===== src/rtl/dqne_pkg.sv =====
// shared types and constants for the dns query name extractor
// no dependencies
package dqne_pkg;

    localparam int unsigned HEADER_BYTES = 12;
    localparam int unsigned MAX_PACKET   = 512;

    localparam int unsigned POS_W   = 10;
    localparam int unsigned LABEL_W = 6;
    localparam int unsigned COUNT_W = 9;
    localparam int unsigned BYTE_W  = 8;
    localparam int unsigned STAT_W  = 3;

    localparam logic [POS_W-1:0]   HDR_LAST_POS = POS_W'(HEADER_BYTES - 1);
    localparam logic [POS_W-1:0]   PKT_LAST_POS = POS_W'(MAX_PACKET - 1);
    localparam logic [POS_W-1:0]   PKT_END_POS  = POS_W'(MAX_PACKET);
    localparam logic [COUNT_W-1:0] COUNT_MAX    = '1;

    localparam logic [BYTE_W-1:0] PTR_MASK    = 8'hC0;
    localparam logic [BYTE_W-1:0] MAX_LABEL   = 8'd63;
    localparam logic [BYTE_W-1:0] DOT_CHAR    = 8'd46;
    localparam logic [BYTE_W-1:0] CASE_OFFSET = 8'd32;
    localparam logic [BYTE_W-1:0] UPPER_A     = 8'd65;
    localparam logic [BYTE_W-1:0] UPPER_Z     = 8'd90;

    typedef enum logic [1:0] {
        PH_HEADER = 2'd0,
        PH_LENGTH = 2'd1,
        PH_LABEL  = 2'd2,
        PH_DONE   = 2'd3
    } t_phase;

    typedef enum logic [STAT_W-1:0] {
        ST_OK    = 3'd0,
        ST_SHORT = 3'd1,
        ST_LONG  = 3'd2,
        ST_TRUNC = 3'd3,
        ST_EMPTY = 3'd4
    } t_status;

    typedef struct packed {
        logic [POS_W-1:0]   pos;
        t_phase             phase;
        logic [LABEL_W-1:0] label_rem;
        logic [COUNT_W-1:0] count;
    } t_state;

    typedef struct packed {
        logic [BYTE_W-1:0]  char_out;
        logic               char_valid;
        logic               name_done;
        t_status            name_status;
        logic [COUNT_W-1:0] name_length;
    } t_result;

endpackage


===== src/rtl/dqne_if.sv =====
// valid/ready channels for packet bytes in and name results out
// depends on dqne_pkg for field widths
interface dqne_in_if;
    logic                              valid;
    logic                              ready;
    logic [dqne_pkg::BYTE_W-1:0]       byte_value;
    logic                              last_byte;

    modport source (output valid, output byte_value, output last_byte, input ready);
    modport sink   (input valid, input byte_value, input last_byte, output ready);
endinterface

interface dqne_out_if;
    logic                              valid;
    logic                              ready;
    logic [dqne_pkg::BYTE_W-1:0]       char_out;
    logic                              char_valid;
    logic                              name_done;
    logic [dqne_pkg::STAT_W-1:0]       name_status;
    logic [dqne_pkg::COUNT_W-1:0]      name_length;

    modport source (output valid, output char_out, output char_valid, output name_done,
                    output name_status, output name_length, input ready);
    modport sink   (input valid, input char_out, input char_valid, input name_done,
                    input name_status, input name_length, output ready);
endinterface


===== src/rtl/dns_query_name_extract_unit.sv =====
// Extracts the question name of a DNS query from its bytes, one byte per transaction,
// and gives one result per byte. A byte is taken every cycle that input ready is high; its
// result is held in the output register in the next cycle, and input ready follows the
// output side: the block takes a new byte whenever that register is empty or being read
// in the same cycle. Parser state is one small register set updated by a single
// combinational step per byte, and it returns to reset after the byte marked last.
// depends on dqne_pkg, dqne_if and dqne_step
module dns_query_name_extract_unit (
    input  logic        i_clk,
    input  logic        i_rst_n,
    dqne_in_if.sink     i_in,
    dqne_out_if.source  o_out
);
    import dqne_pkg::*;

    t_state  r_state;
    t_state  n_state;
    t_result n_result;
    t_result r_result;
    logic    r_out_valid;
    logic    in_take;

    dqne_step u_step (
        .i_state  (r_state),
        .i_byte   (i_in.byte_value),
        .i_last   (i_in.last_byte),
        .o_state  (n_state),
        .o_result (n_result)
    );

    assign i_in.ready = !r_out_valid || o_out.ready;
    assign in_take    = i_in.valid && i_in.ready;

    always_ff @(posedge i_clk) begin
        if (!i_rst_n) begin
            r_state       <= '0;
            r_state.phase <= PH_HEADER;
            r_out_valid   <= 1'b0;
        end else begin
            if (in_take) begin
                r_state <= n_state;
            end
            if (in_take) begin
                r_out_valid <= 1'b1;
            end else if (o_out.ready) begin
                r_out_valid <= 1'b0;
            end
        end
    end

    always_ff @(posedge i_clk) begin
        if (in_take) begin
            r_result <= n_result;
        end
    end

    assign o_out.valid       = r_out_valid;
    assign o_out.char_out    = r_result.char_out;
    assign o_out.char_valid  = r_result.char_valid;
    assign o_out.name_done   = r_result.name_done;
    assign o_out.name_status = r_result.name_status;
    assign o_out.name_length = r_result.name_length;

    a_status_only_on_done: assert property (@(posedge i_clk) disable iff (!i_rst_n)
        r_out_valid && !r_result.name_done |-> r_result.name_status == ST_OK)
        else $error("status set without name done");

    a_clear_after_last: assert property (@(posedge i_clk) disable iff (!i_rst_n)
        in_take && i_in.last_byte |=> r_state.pos == '0 && r_state.phase == PH_HEADER
            && r_state.count == '0)
        else $error("parser state not cleared after last byte");

    a_pos_bounded: assert property (@(posedge i_clk) disable iff (!i_rst_n)
        r_state.pos <= PKT_END_POS)
        else $error("byte position past packet limit");

    a_label_nonzero: assert property (@(posedge i_clk) disable iff (!i_rst_n)
        r_state.phase == PH_LABEL |-> r_state.label_rem != '0)
        else $error("inside a label with nothing remaining");

    a_done_ends_name: assert property (@(posedge i_clk) disable iff (!i_rst_n)
        in_take && n_result.name_done && !i_in.last_byte |=> r_state.phase == PH_DONE)
        else $error("name done without finishing parse");
endmodule


===== src/rtl/dqne_step.sv =====
// per-byte parse step: next parser state and result for one packet byte
// depends on dqne_pkg
module dqne_step (
    input  dqne_pkg::t_state                  i_state,
    input  logic [dqne_pkg::BYTE_W-1:0]       i_byte,
    input  logic                              i_last,
    output dqne_pkg::t_state                  o_state,
    output dqne_pkg::t_result                 o_result
);
    import dqne_pkg::*;

    always_comb begin
        t_state             s;
        t_result            r;
        logic               pkt_end;
        logic               bump;
        logic [LABEL_W-1:0] rem_dec;

        s       = i_state;
        r       = '0;
        r.name_status = ST_OK;
        bump    = 1'b0;
        pkt_end = i_last || (i_state.pos == PKT_LAST_POS);
        rem_dec = i_state.label_rem - LABEL_W'(1);

        if (i_state.pos < PKT_END_POS && i_state.phase != PH_DONE) begin
            case (i_state.phase)
                PH_HEADER: begin
                    if (i_state.pos >= HDR_LAST_POS) begin
                        s.phase = PH_LENGTH;
                        if (pkt_end) begin
                            r.name_done   = 1'b1;
                            r.name_status = ST_EMPTY;
                        end
                    end else if (pkt_end) begin
                        r.name_done   = 1'b1;
                        r.name_status = ST_SHORT;
                    end
                end
                PH_LENGTH: begin
                    if (i_byte == '0 || (i_byte & PTR_MASK) == PTR_MASK) begin
                        r.name_done   = 1'b1;
                        r.name_status = (i_state.count == '0) ? ST_EMPTY : ST_OK;
                    end else if (i_byte > MAX_LABEL) begin
                        r.name_done   = 1'b1;
                        r.name_status = ST_LONG;
                    end else if (pkt_end) begin
                        r.name_done   = 1'b1;
                        r.name_status = ST_TRUNC;
                    end else begin
                        if (i_state.count != '0) begin
                            r.char_out   = DOT_CHAR;
                            r.char_valid = 1'b1;
                            bump         = 1'b1;
                        end
                        s.label_rem = i_byte[LABEL_W-1:0];
                        s.phase     = PH_LABEL;
                    end
                end
                default: begin
                    if (pkt_end && i_state.label_rem > LABEL_W'(1)) begin
                        r.name_done   = 1'b1;
                        r.name_status = ST_TRUNC;
                    end else begin
                        r.char_out   = (i_byte inside {[UPPER_A:UPPER_Z]}) ?
                                       i_byte + CASE_OFFSET : i_byte;
                        r.char_valid = 1'b1;
                        bump         = 1'b1;
                        s.label_rem  = rem_dec;
                        if (rem_dec == '0) begin
                            s.phase = PH_LENGTH;
                        end
                        if (pkt_end) begin
                            r.name_done   = 1'b1;
                            r.name_status = (i_state.count == '0 && !bump) ? ST_EMPTY : ST_OK;
                        end
                    end
                end
            endcase
            if (bump && s.count != COUNT_MAX) begin
                s.count = s.count + COUNT_W'(1);
            end
            if (r.name_done) begin
                s.phase = PH_DONE;
            end
            s.pos = i_state.pos + POS_W'(1);
        end

        r.name_length = s.count;
        if (i_last) begin
            s = '0;
            s.phase = PH_HEADER;
        end
        o_state  = s;
        o_result = r;
    end
endmodule

===== src/flat_wrapper.sv =====
// flat-port wrapper written by rule: the top's interface ports become plain ports
module dns_query_name_extract_unit_flat import dqne_pkg::*;
  (i_clk, i_rst_n, i_in_valid, i_in_byte_value, i_in_last_byte, i_in_ready, o_out_valid, o_out_char_out, o_out_char_valid, o_out_name_done, o_out_name_status, o_out_name_length, o_out_ready);
  dqne_in_if i_in_i ();
  dqne_out_if o_out_i ();
  input  logic i_clk;
  input  logic i_rst_n;
  input wire logic [$bits(i_in_i.valid)-1:0] i_in_valid;
  input wire logic [$bits(i_in_i.byte_value)-1:0] i_in_byte_value;
  input wire logic [$bits(i_in_i.last_byte)-1:0] i_in_last_byte;
  output wire logic [$bits(i_in_i.ready)-1:0] i_in_ready;
  output wire logic [$bits(o_out_i.valid)-1:0] o_out_valid;
  output wire logic [$bits(o_out_i.char_out)-1:0] o_out_char_out;
  output wire logic [$bits(o_out_i.char_valid)-1:0] o_out_char_valid;
  output wire logic [$bits(o_out_i.name_done)-1:0] o_out_name_done;
  output wire logic [$bits(o_out_i.name_status)-1:0] o_out_name_status;
  output wire logic [$bits(o_out_i.name_length)-1:0] o_out_name_length;
  input wire logic [$bits(o_out_i.ready)-1:0] o_out_ready;
  assign i_in_i.valid = i_in_valid;
  assign i_in_i.byte_value = i_in_byte_value;
  assign i_in_i.last_byte = i_in_last_byte;
  assign i_in_ready = i_in_i.ready;
  assign o_out_valid = o_out_i.valid;
  assign o_out_char_out = o_out_i.char_out;
  assign o_out_char_valid = o_out_i.char_valid;
  assign o_out_name_done = o_out_i.name_done;
  assign o_out_name_status = o_out_i.name_status;
  assign o_out_name_length = o_out_i.name_length;
  assign o_out_i.ready = o_out_ready;
  dns_query_name_extract_unit u_core (.i_clk(i_clk), .i_rst_n(i_rst_n), .i_in(i_in_i), .o_out(o_out_i));
endmodule

===== config.mk =====
export PLATFORM = sky130hd
export DESIGN_NAME = dns_query_name_extract_unit_flat
export DESIGN_NICKNAME = d
export VERILOG_FILES = /design/src/rtl/dqne_pkg.sv /design/src/rtl/dqne_if.sv /design/src/rtl/dns_query_name_extract_unit.sv /design/src/rtl/dqne_step.sv /design/src/flat_wrapper.sv
export SDC_FILE = /design/constraint.sdc
export NUM_CORES = 1
export LEC_CHECK = 0
export BUFFER_PORTS_ARGS = -buffer_cell sky130_fd_sc_hd__buf_2
export CAP_MARGIN = 20
export CORE_ASPECT_RATIO = 0.75
export CORE_MARGIN = 2
export CORE_UTILIZATION = 50
export CTS_BUF_LIST = sky130_fd_sc_hd__clkbuf_4 sky130_fd_sc_hd__clkbuf_8
export DETAILED_ROUTE_END_ITERATION = 6
export GPL_ROUTABILITY_DRIVEN = 0
export PLACE_DENSITY = 0.7
export SYNTH_ARGS = -nofsm -noshare
export SYNTH_HDL_FRONTEND = slang
export SYNTH_HIERARCHICAL = 1
export SYNTH_SLANG_ARGS = --single-unit

===== constraint.sdc =====
create_clock -name i_clk -period 2.65 [get_ports i_clk]
set_clock_uncertainty 0.1 [all_clocks]
set_input_delay 0.53 -clock i_clk [delete_from_list [all_inputs] [get_ports i_clk]]
set_output_delay 0.53 -clock i_clk [all_outputs]
set_load 0.05 [all_outputs]

Yosys cells after proc, flatten, opt, wreduce, memory -nomap -nowiden
Index checks and enable logic that the tools add are counted.
{"block": "op_classes", "reduce_logical": 20, "muxes": 39, "n_addsub": 4, "n_eq_ne": 15, "order_cmp": 6}
{"op": "two-way mux 27 bit", "count": 2}
{"op": "two-way mux 8 bit", "count": 5}
{"op": "two-way mux 4 bit", "count": 9}
{"op": "two-way mux 7 bit", "count": 4}
{"op": "two-way mux 9 bit", "count": 2}
{"op": "one-hot mux 9 bit (2 select lines)", "count": 1}
{"op": "inequality test 4 bit, second input constant", "count": 4}
{"op": "one-hot mux 6 bit (2 select lines)", "count": 1}
{"op": "adder 10 x 1 -> 10 bit, second input constant", "count": 1}
{"op": "== test 10 x 9 -> 1 bit, second input constant", "count": 1}
{"op": "greater-or-equal comparator 10 x 4 -> 1 bit, second input constant", "count": 1}
{"op": "less-than comparator 10 bit, second input constant", "count": 1}
{"op": "adder 9 x 1 -> 9 bit, second input constant", "count": 1}
{"op": "zero test 9 bit", "count": 1}
{"op": "inequality test 3 bit, second input constant", "count": 3}
{"op": "inequality test 9 bit, second input constant", "count": 1}
{"op": "nonzero test 9 bit", "count": 1}
{"op": "adder 8 x 6 -> 8 bit, second input constant", "count": 1}
{"op": "greater-or-equal comparator 8 x 7 -> 1 bit, second input constant", "count": 1}
{"op": "> comparator 8 x 6 -> 1 bit, second input constant", "count": 1}
{"op": "less-or-equal comparator 8 x 7 -> 1 bit, second input constant", "count": 1}
{"op": "zero test 8 bit", "count": 1}
{"op": "two-way mux 1 bit", "count": 8}
{"op": "one-hot mux 4 bit (2 select lines)", "count": 1}
{"op": "other kinds (21)", "count": 31}
{"block": "totals", "inputBits": 13, "regBits": 50, "elab_cells": 94, "out_inout_bits": 24}

Depth between registers and ports, before layout
{"block": "logic_depth", "depth_word": 11, "mapped_depth": 10, "mapped_depth_nobuf": 10}

Modules after synthesis
Netlist, hierarchy kept.
{"mod": "dns_query_name_extract_unit", "cells_per_inst": 144, "n_inst": 1, "area_each_um2": 1813.0}
{"mod": "dqne_step", "cells_per_inst": 231, "n_inst": 1, "area_each_um2": 1545.2}

Worst setup path after synthesis
No wires, ideal clock.
{"block": "synth_timing", "kind": "input to register", "start": "input port i_in_last_byte", "end": "register u_core/r_state[7] (netlist bit)", "setup_ns": 0.118, "required_time_ns": 2.432, "t_arrival_ns": 2.186, "slack_ns": 0.246, "cell_stages": 8, "path_cell_list": "clkbuf_1 inv_1 o31a_4 o2111ai_4 a2111oi_4 mux2_1 nand2_1 mux2i_1"}
{"element": "from (decl)", "line_no": "flat_wrapper.sv:10", "rtl": "input wire logic [$bits(i_in_i.last_byte)-1:0] i_in_last_byte;"}
{"element": "to (signal assigned)", "line_no": "dns_query_name_extract_unit.sv:41", "rtl": "r_state <= n_state;"}
{"element": "to (decl)", "line_no": "dns_query_name_extract_unit.sv:16", "rtl": "t_state r_state;"}

==> results.ini <==
[clock_network]
insertion_delay_ns=0.31
clock_transition_at_the_registers_of_the_reported_paths_ns=0.10
cts_tree=yes
cts_hold_buffers=0
clock_tree.root_cell=sky130_fd_sc_hd__clkbuf_8
cts_buffer_depth=2
number_of_buffers_created_by_cts=5
cts_num_sinks=50
ctsHtreeMaxLevel=2

[global_routing]
met3_usage_pct=4.92
grt_use_total_pct=21.6
grt_util_met2_pct=33.6
number_of_global_route_vias_before_repair=2609
global_route_wire_length_before_repair_um=12900
highest_utilization_routing_layer_at_the_global_route_stage=met2
globalRouteOverflowTotal=0
grt_antenna_before_repair=0
groute.layer.met1.usage_pct=31.5
grt_start_max_net_pins=38

[sta]
setup-violations-final=0
finalCriticalPeriod_ns=2.51
final_max_slew_viol_count=0
timing.fmax_mhz=398
grt_setup_unrepaired=no
fin_crit_sh_pct=94.7
timing_worst_slew_pin_value_ns=0.614
setup_total_negative_slack_ns=0
final_hold_viol_count=0
max-slew-margin-rel_pct=59.0

[floorplanning]
num_io_pins=37
dieWidth_um=98.6
initial_utilization_pct=52.4
die-area_um2=7390
num_rows=25
die_y_um=75.0
placeableCoreArea_um2=6410

[synthesis]
share_of_synthesized_flip_flops_with_an_asynchronous_set_or_reset_pct=0
postSynth.topFlopCell=sky130_fd_sc_hd__dfxtp_1
synth_cell_types=57
post_synth.cell_area_avg_um2=8.96
synth_seq_cells=50
synthesis.nets=396
count_of_flip_flops_with_a_built_in_enable_after_synthesis=22
syn-cell-area_um2=3360
synth_sequential_area_ratio_pct=36.4
synthesis.yosys.warnings=6
syn-instance-count=375

[placement]
dpl-instance-area_um2=3690
dp.cells=496
io_buffers=36
hpwl_um=5520

[power_and_ir_drop]
vdd_drop_max_mv=0.187
leakage_nw=1.50
powerDensity_nw_per_um2=431
total_power_mw=1.64

[critical_path]
crit_family=compound AO/OA/AOI/OAI gates
arrival_time_reported_for_the_critical_path_endpoint_ns=2.61
timing.critical_path.from_type=flip-flop
crit_required_ns=2.75
critPathBufInv=1
critical_path.cell_chain=ha_1, nand4_1, o31a_4, o2111ai_4, buf_4, a21oi_1, mux2_1, nand2_1, mux2i_1
worst-setup-path-type=flip-flop to flip-flop
setup.worst_path.end_class=flip-flop
timing.critical_path.slowest_stage_cell=sky130_fd_sc_hd__o31a_4
timing.critical_path.fanout_max=8
crit_path_max_incr_delay_ns=0.42

[cells_and_area]
antenna_cells=0
fin_area_um2=3790
post-route-util_pct=59.2
instances_no_fill=504
layout_common_cells=75 x sky130_fd_sc_hd__nand2_1, 36 x sky130_fd_sc_hd__buf_2, 32 x sky130_fd_sc_hd__mux2i_1, 29 x sky130_fd_sc_hd__nor2_1, 28 x sky130_fd_sc_hd__dfxtp_1
post_route_cells_drive_above_1_share_pct=20.8
layout-area-overhead-vs-synth_pct=13.0
nFillCells=553
leading_cell_type_in_the_layout_fill_and_taps_excluded=sky130_fd_sc_hd__nand2_1
final_net_count=443

[detailed_routing]
route.antenna.remaining_nets=0
num_vias=2887
route.detailed.drc=0
postRouteWirelength_um=7710
firstDrtPassIters=4
detail_route.vias_per_cell=5.73
dr.first_iter.drc_count=174
routed_wire_length_per_instance_um=15.3

[outcome]
status=finished, final reports clean

[job]
cap_violations=0

[hold_path]
min-delay-path-class=input port to flip-flop

metal layers:
metal  share of wire (%)  up-vias
li1                    -     1431
met1                  49     1365
met2                  44       89
met3                 6.6        2
met4                0.31        0
met5                   0        -
sequential cells by signal, summed over array words and instances, names as in the netlist:
| name | flops |
|---|---|
| u_core/r_state | 27 |
| u_core/o_out.name_length | 9 |
| u_core/o_out.char_out | 8 |
| u_core/o_out.name_status | 3 |
| u_core/o_out.char_valid | 1 |
| u_core/o_out.name_done | 1 |
| u_core/o_out.valid | 1 |
cells by family after synthesis:
kind of cell             after synthesis  share of synthesized area, %
AND/OR/NAND/NOR                      154                          21.7
AO/OA/AOI/OAI                         75                          17.2
flip-flops                            50                          36.4
multiplexers                          38                          11.5
buffers and inverters                 34                          6.04
XOR/XNOR                              16                          4.17
adder cells (fa/ha/maj)                8                          2.98
Yosys cell counts, types with 2 or more instances:
library cell | count | area share [%]
sky130_fd_sc_hd__mux2i_1 | 32 | 9.5
sky130_fd_sc_hd__buf_12 | 3 | 1.8
sky130_fd_sc_hd__xnor2_1 | 4 | 1.0
sky130_fd_sc_hd__nor3_1 | 8 | 1.2
sky130_fd_sc_hd__and4_1 | 2 | 0.52
sky130_fd_sc_hd__inv_1 | 11 | 1.2
sky130_fd_sc_hd__o211ai_1 | 5 | 1.1
sky130_fd_sc_hd__a21o_1 | 3 | 0.67
sky130_fd_sc_hd__nor4_1 | 3 | 0.56
sky130_fd_sc_hd__nand2_1 | 75 | 8.4
sky130_fd_sc_hd__edfxtp_1 | 22 | 20
sky130_fd_sc_hd__ha_1 | 8 | 3.0
sky130_fd_sc_hd__dfxtp_1 | 28 | 17
sky130_fd_sc_hd__and2_1 | 2 | 0.37
sky130_fd_sc_hd__a211oi_1 | 10 | 2.2
sky130_fd_sc_hd__or3_1 | 2 | 0.37
sky130_fd_sc_hd__clkbuf_1 | 10 | 1.1
sky130_fd_sc_hd__and3_1 | 2 | 0.37
sky130_fd_sc_hd__o21ai_0 | 14 | 2.1
sky130_fd_sc_hd__nand3_1 | 11 | 1.6
sky130_fd_sc_hd__buf_2 | 3 | 0.45
sky130_fd_sc_hd__o21a_1 | 7 | 1.6
sky130_fd_sc_hd__nand4_1 | 5 | 0.93
sky130_fd_sc_hd__a21oi_1 | 16 | 2.4
sky130_fd_sc_hd__a311oi_1 | 3 | 0.78
sky130_fd_sc_hd__xor2_1 | 12 | 3.1
sky130_fd_sc_hd__nor2_1 | 29 | 3.2
sky130_fd_sc_hd__o31ai_1 | 2 | 0.45
sky130_fd_sc_hd__nor2b_1 | 6 | 1.1
sky130_fd_sc_hd__a21boi_0 | 2 | 0.45
sky130_fd_sc_hd__buf_1 | 3 | 0.34
sky130_fd_sc_hd__buf_6 | 3 | 1.0
sky130_fd_sc_hd__mux2_1 | 5 | 1.7
repair_timing:
action                     4_1_cts  5_1_grt
resized for setup                0        3
setup endpoints to repair        0        6
buffers inserted                 0        0
layout make-up:
cell class / count / area (µm²) / area share, %
Clock buffer: 6 / 82.6 / 2.18
Inverter: 12 / 45.0 / 1.19
Timing Repair Buffer: 62 / 388 / 10.2
Multi-Input combinational cell: 291 / 1940 / 51.1
Tap cell: 81 / 101 / 2.67
Clock inverter: 2 / 17.5 / 0.462
Sequential cell: 50 / 1220 / 32.2
tightest hold or removal path: stages:
cell and delay (ns):
sky130_fd_sc_hd__buf_2 0.10, sky130_fd_sc_hd__inv_1 0.04, sky130_fd_sc_hd__a21boi_0 0.07
worst paths after layout:
path,start,to,slack (ns),depth (start not counted)
max,u_core/r_state[18]$_SDFFE_PN0P_,u_core/r_state[6]$_SDFFE_PN0P_,0.14,9
min,i_in_valid,u_core/o_out.valid$_SDFFE_PN0P_,0.38,3
max reg2reg,u_core/r_state[18]$_SDFFE_PN0P_,u_core/r_state[6]$_SDFFE_PN0P_,0.14,9
min reg2reg,u_core/r_state[25]$_SDFFE_PN0P_,u_core/r_state[25]$_SDFFE_PN0P_,0.42,2
power by group:
| part | leakage, nW | switching, mW | internal [mW] | total, mW |
|---|---|---|---|---|
| Sequential | 0.447 | 0.0117 | 0.831 | 0.843 |
| Clock | 0.0514 | 0.274 | 0.216 | 0.490 |
| Combinational | 1.00 | 0.207 | 0.0956 | 0.303 |
metrics by stage:
step	hold slack [ns]	worst slack (ns)
6_report	0.383	0.140
5_1_grt	0.393	0.0102
4_1_cts	0.381	0.0618
3_5_place_dp	0.403	0.0671
3_3_place_gp	0.391	0.106
2_1_floorplan	0.334	0.246
(Power assumes the default switching activity.)
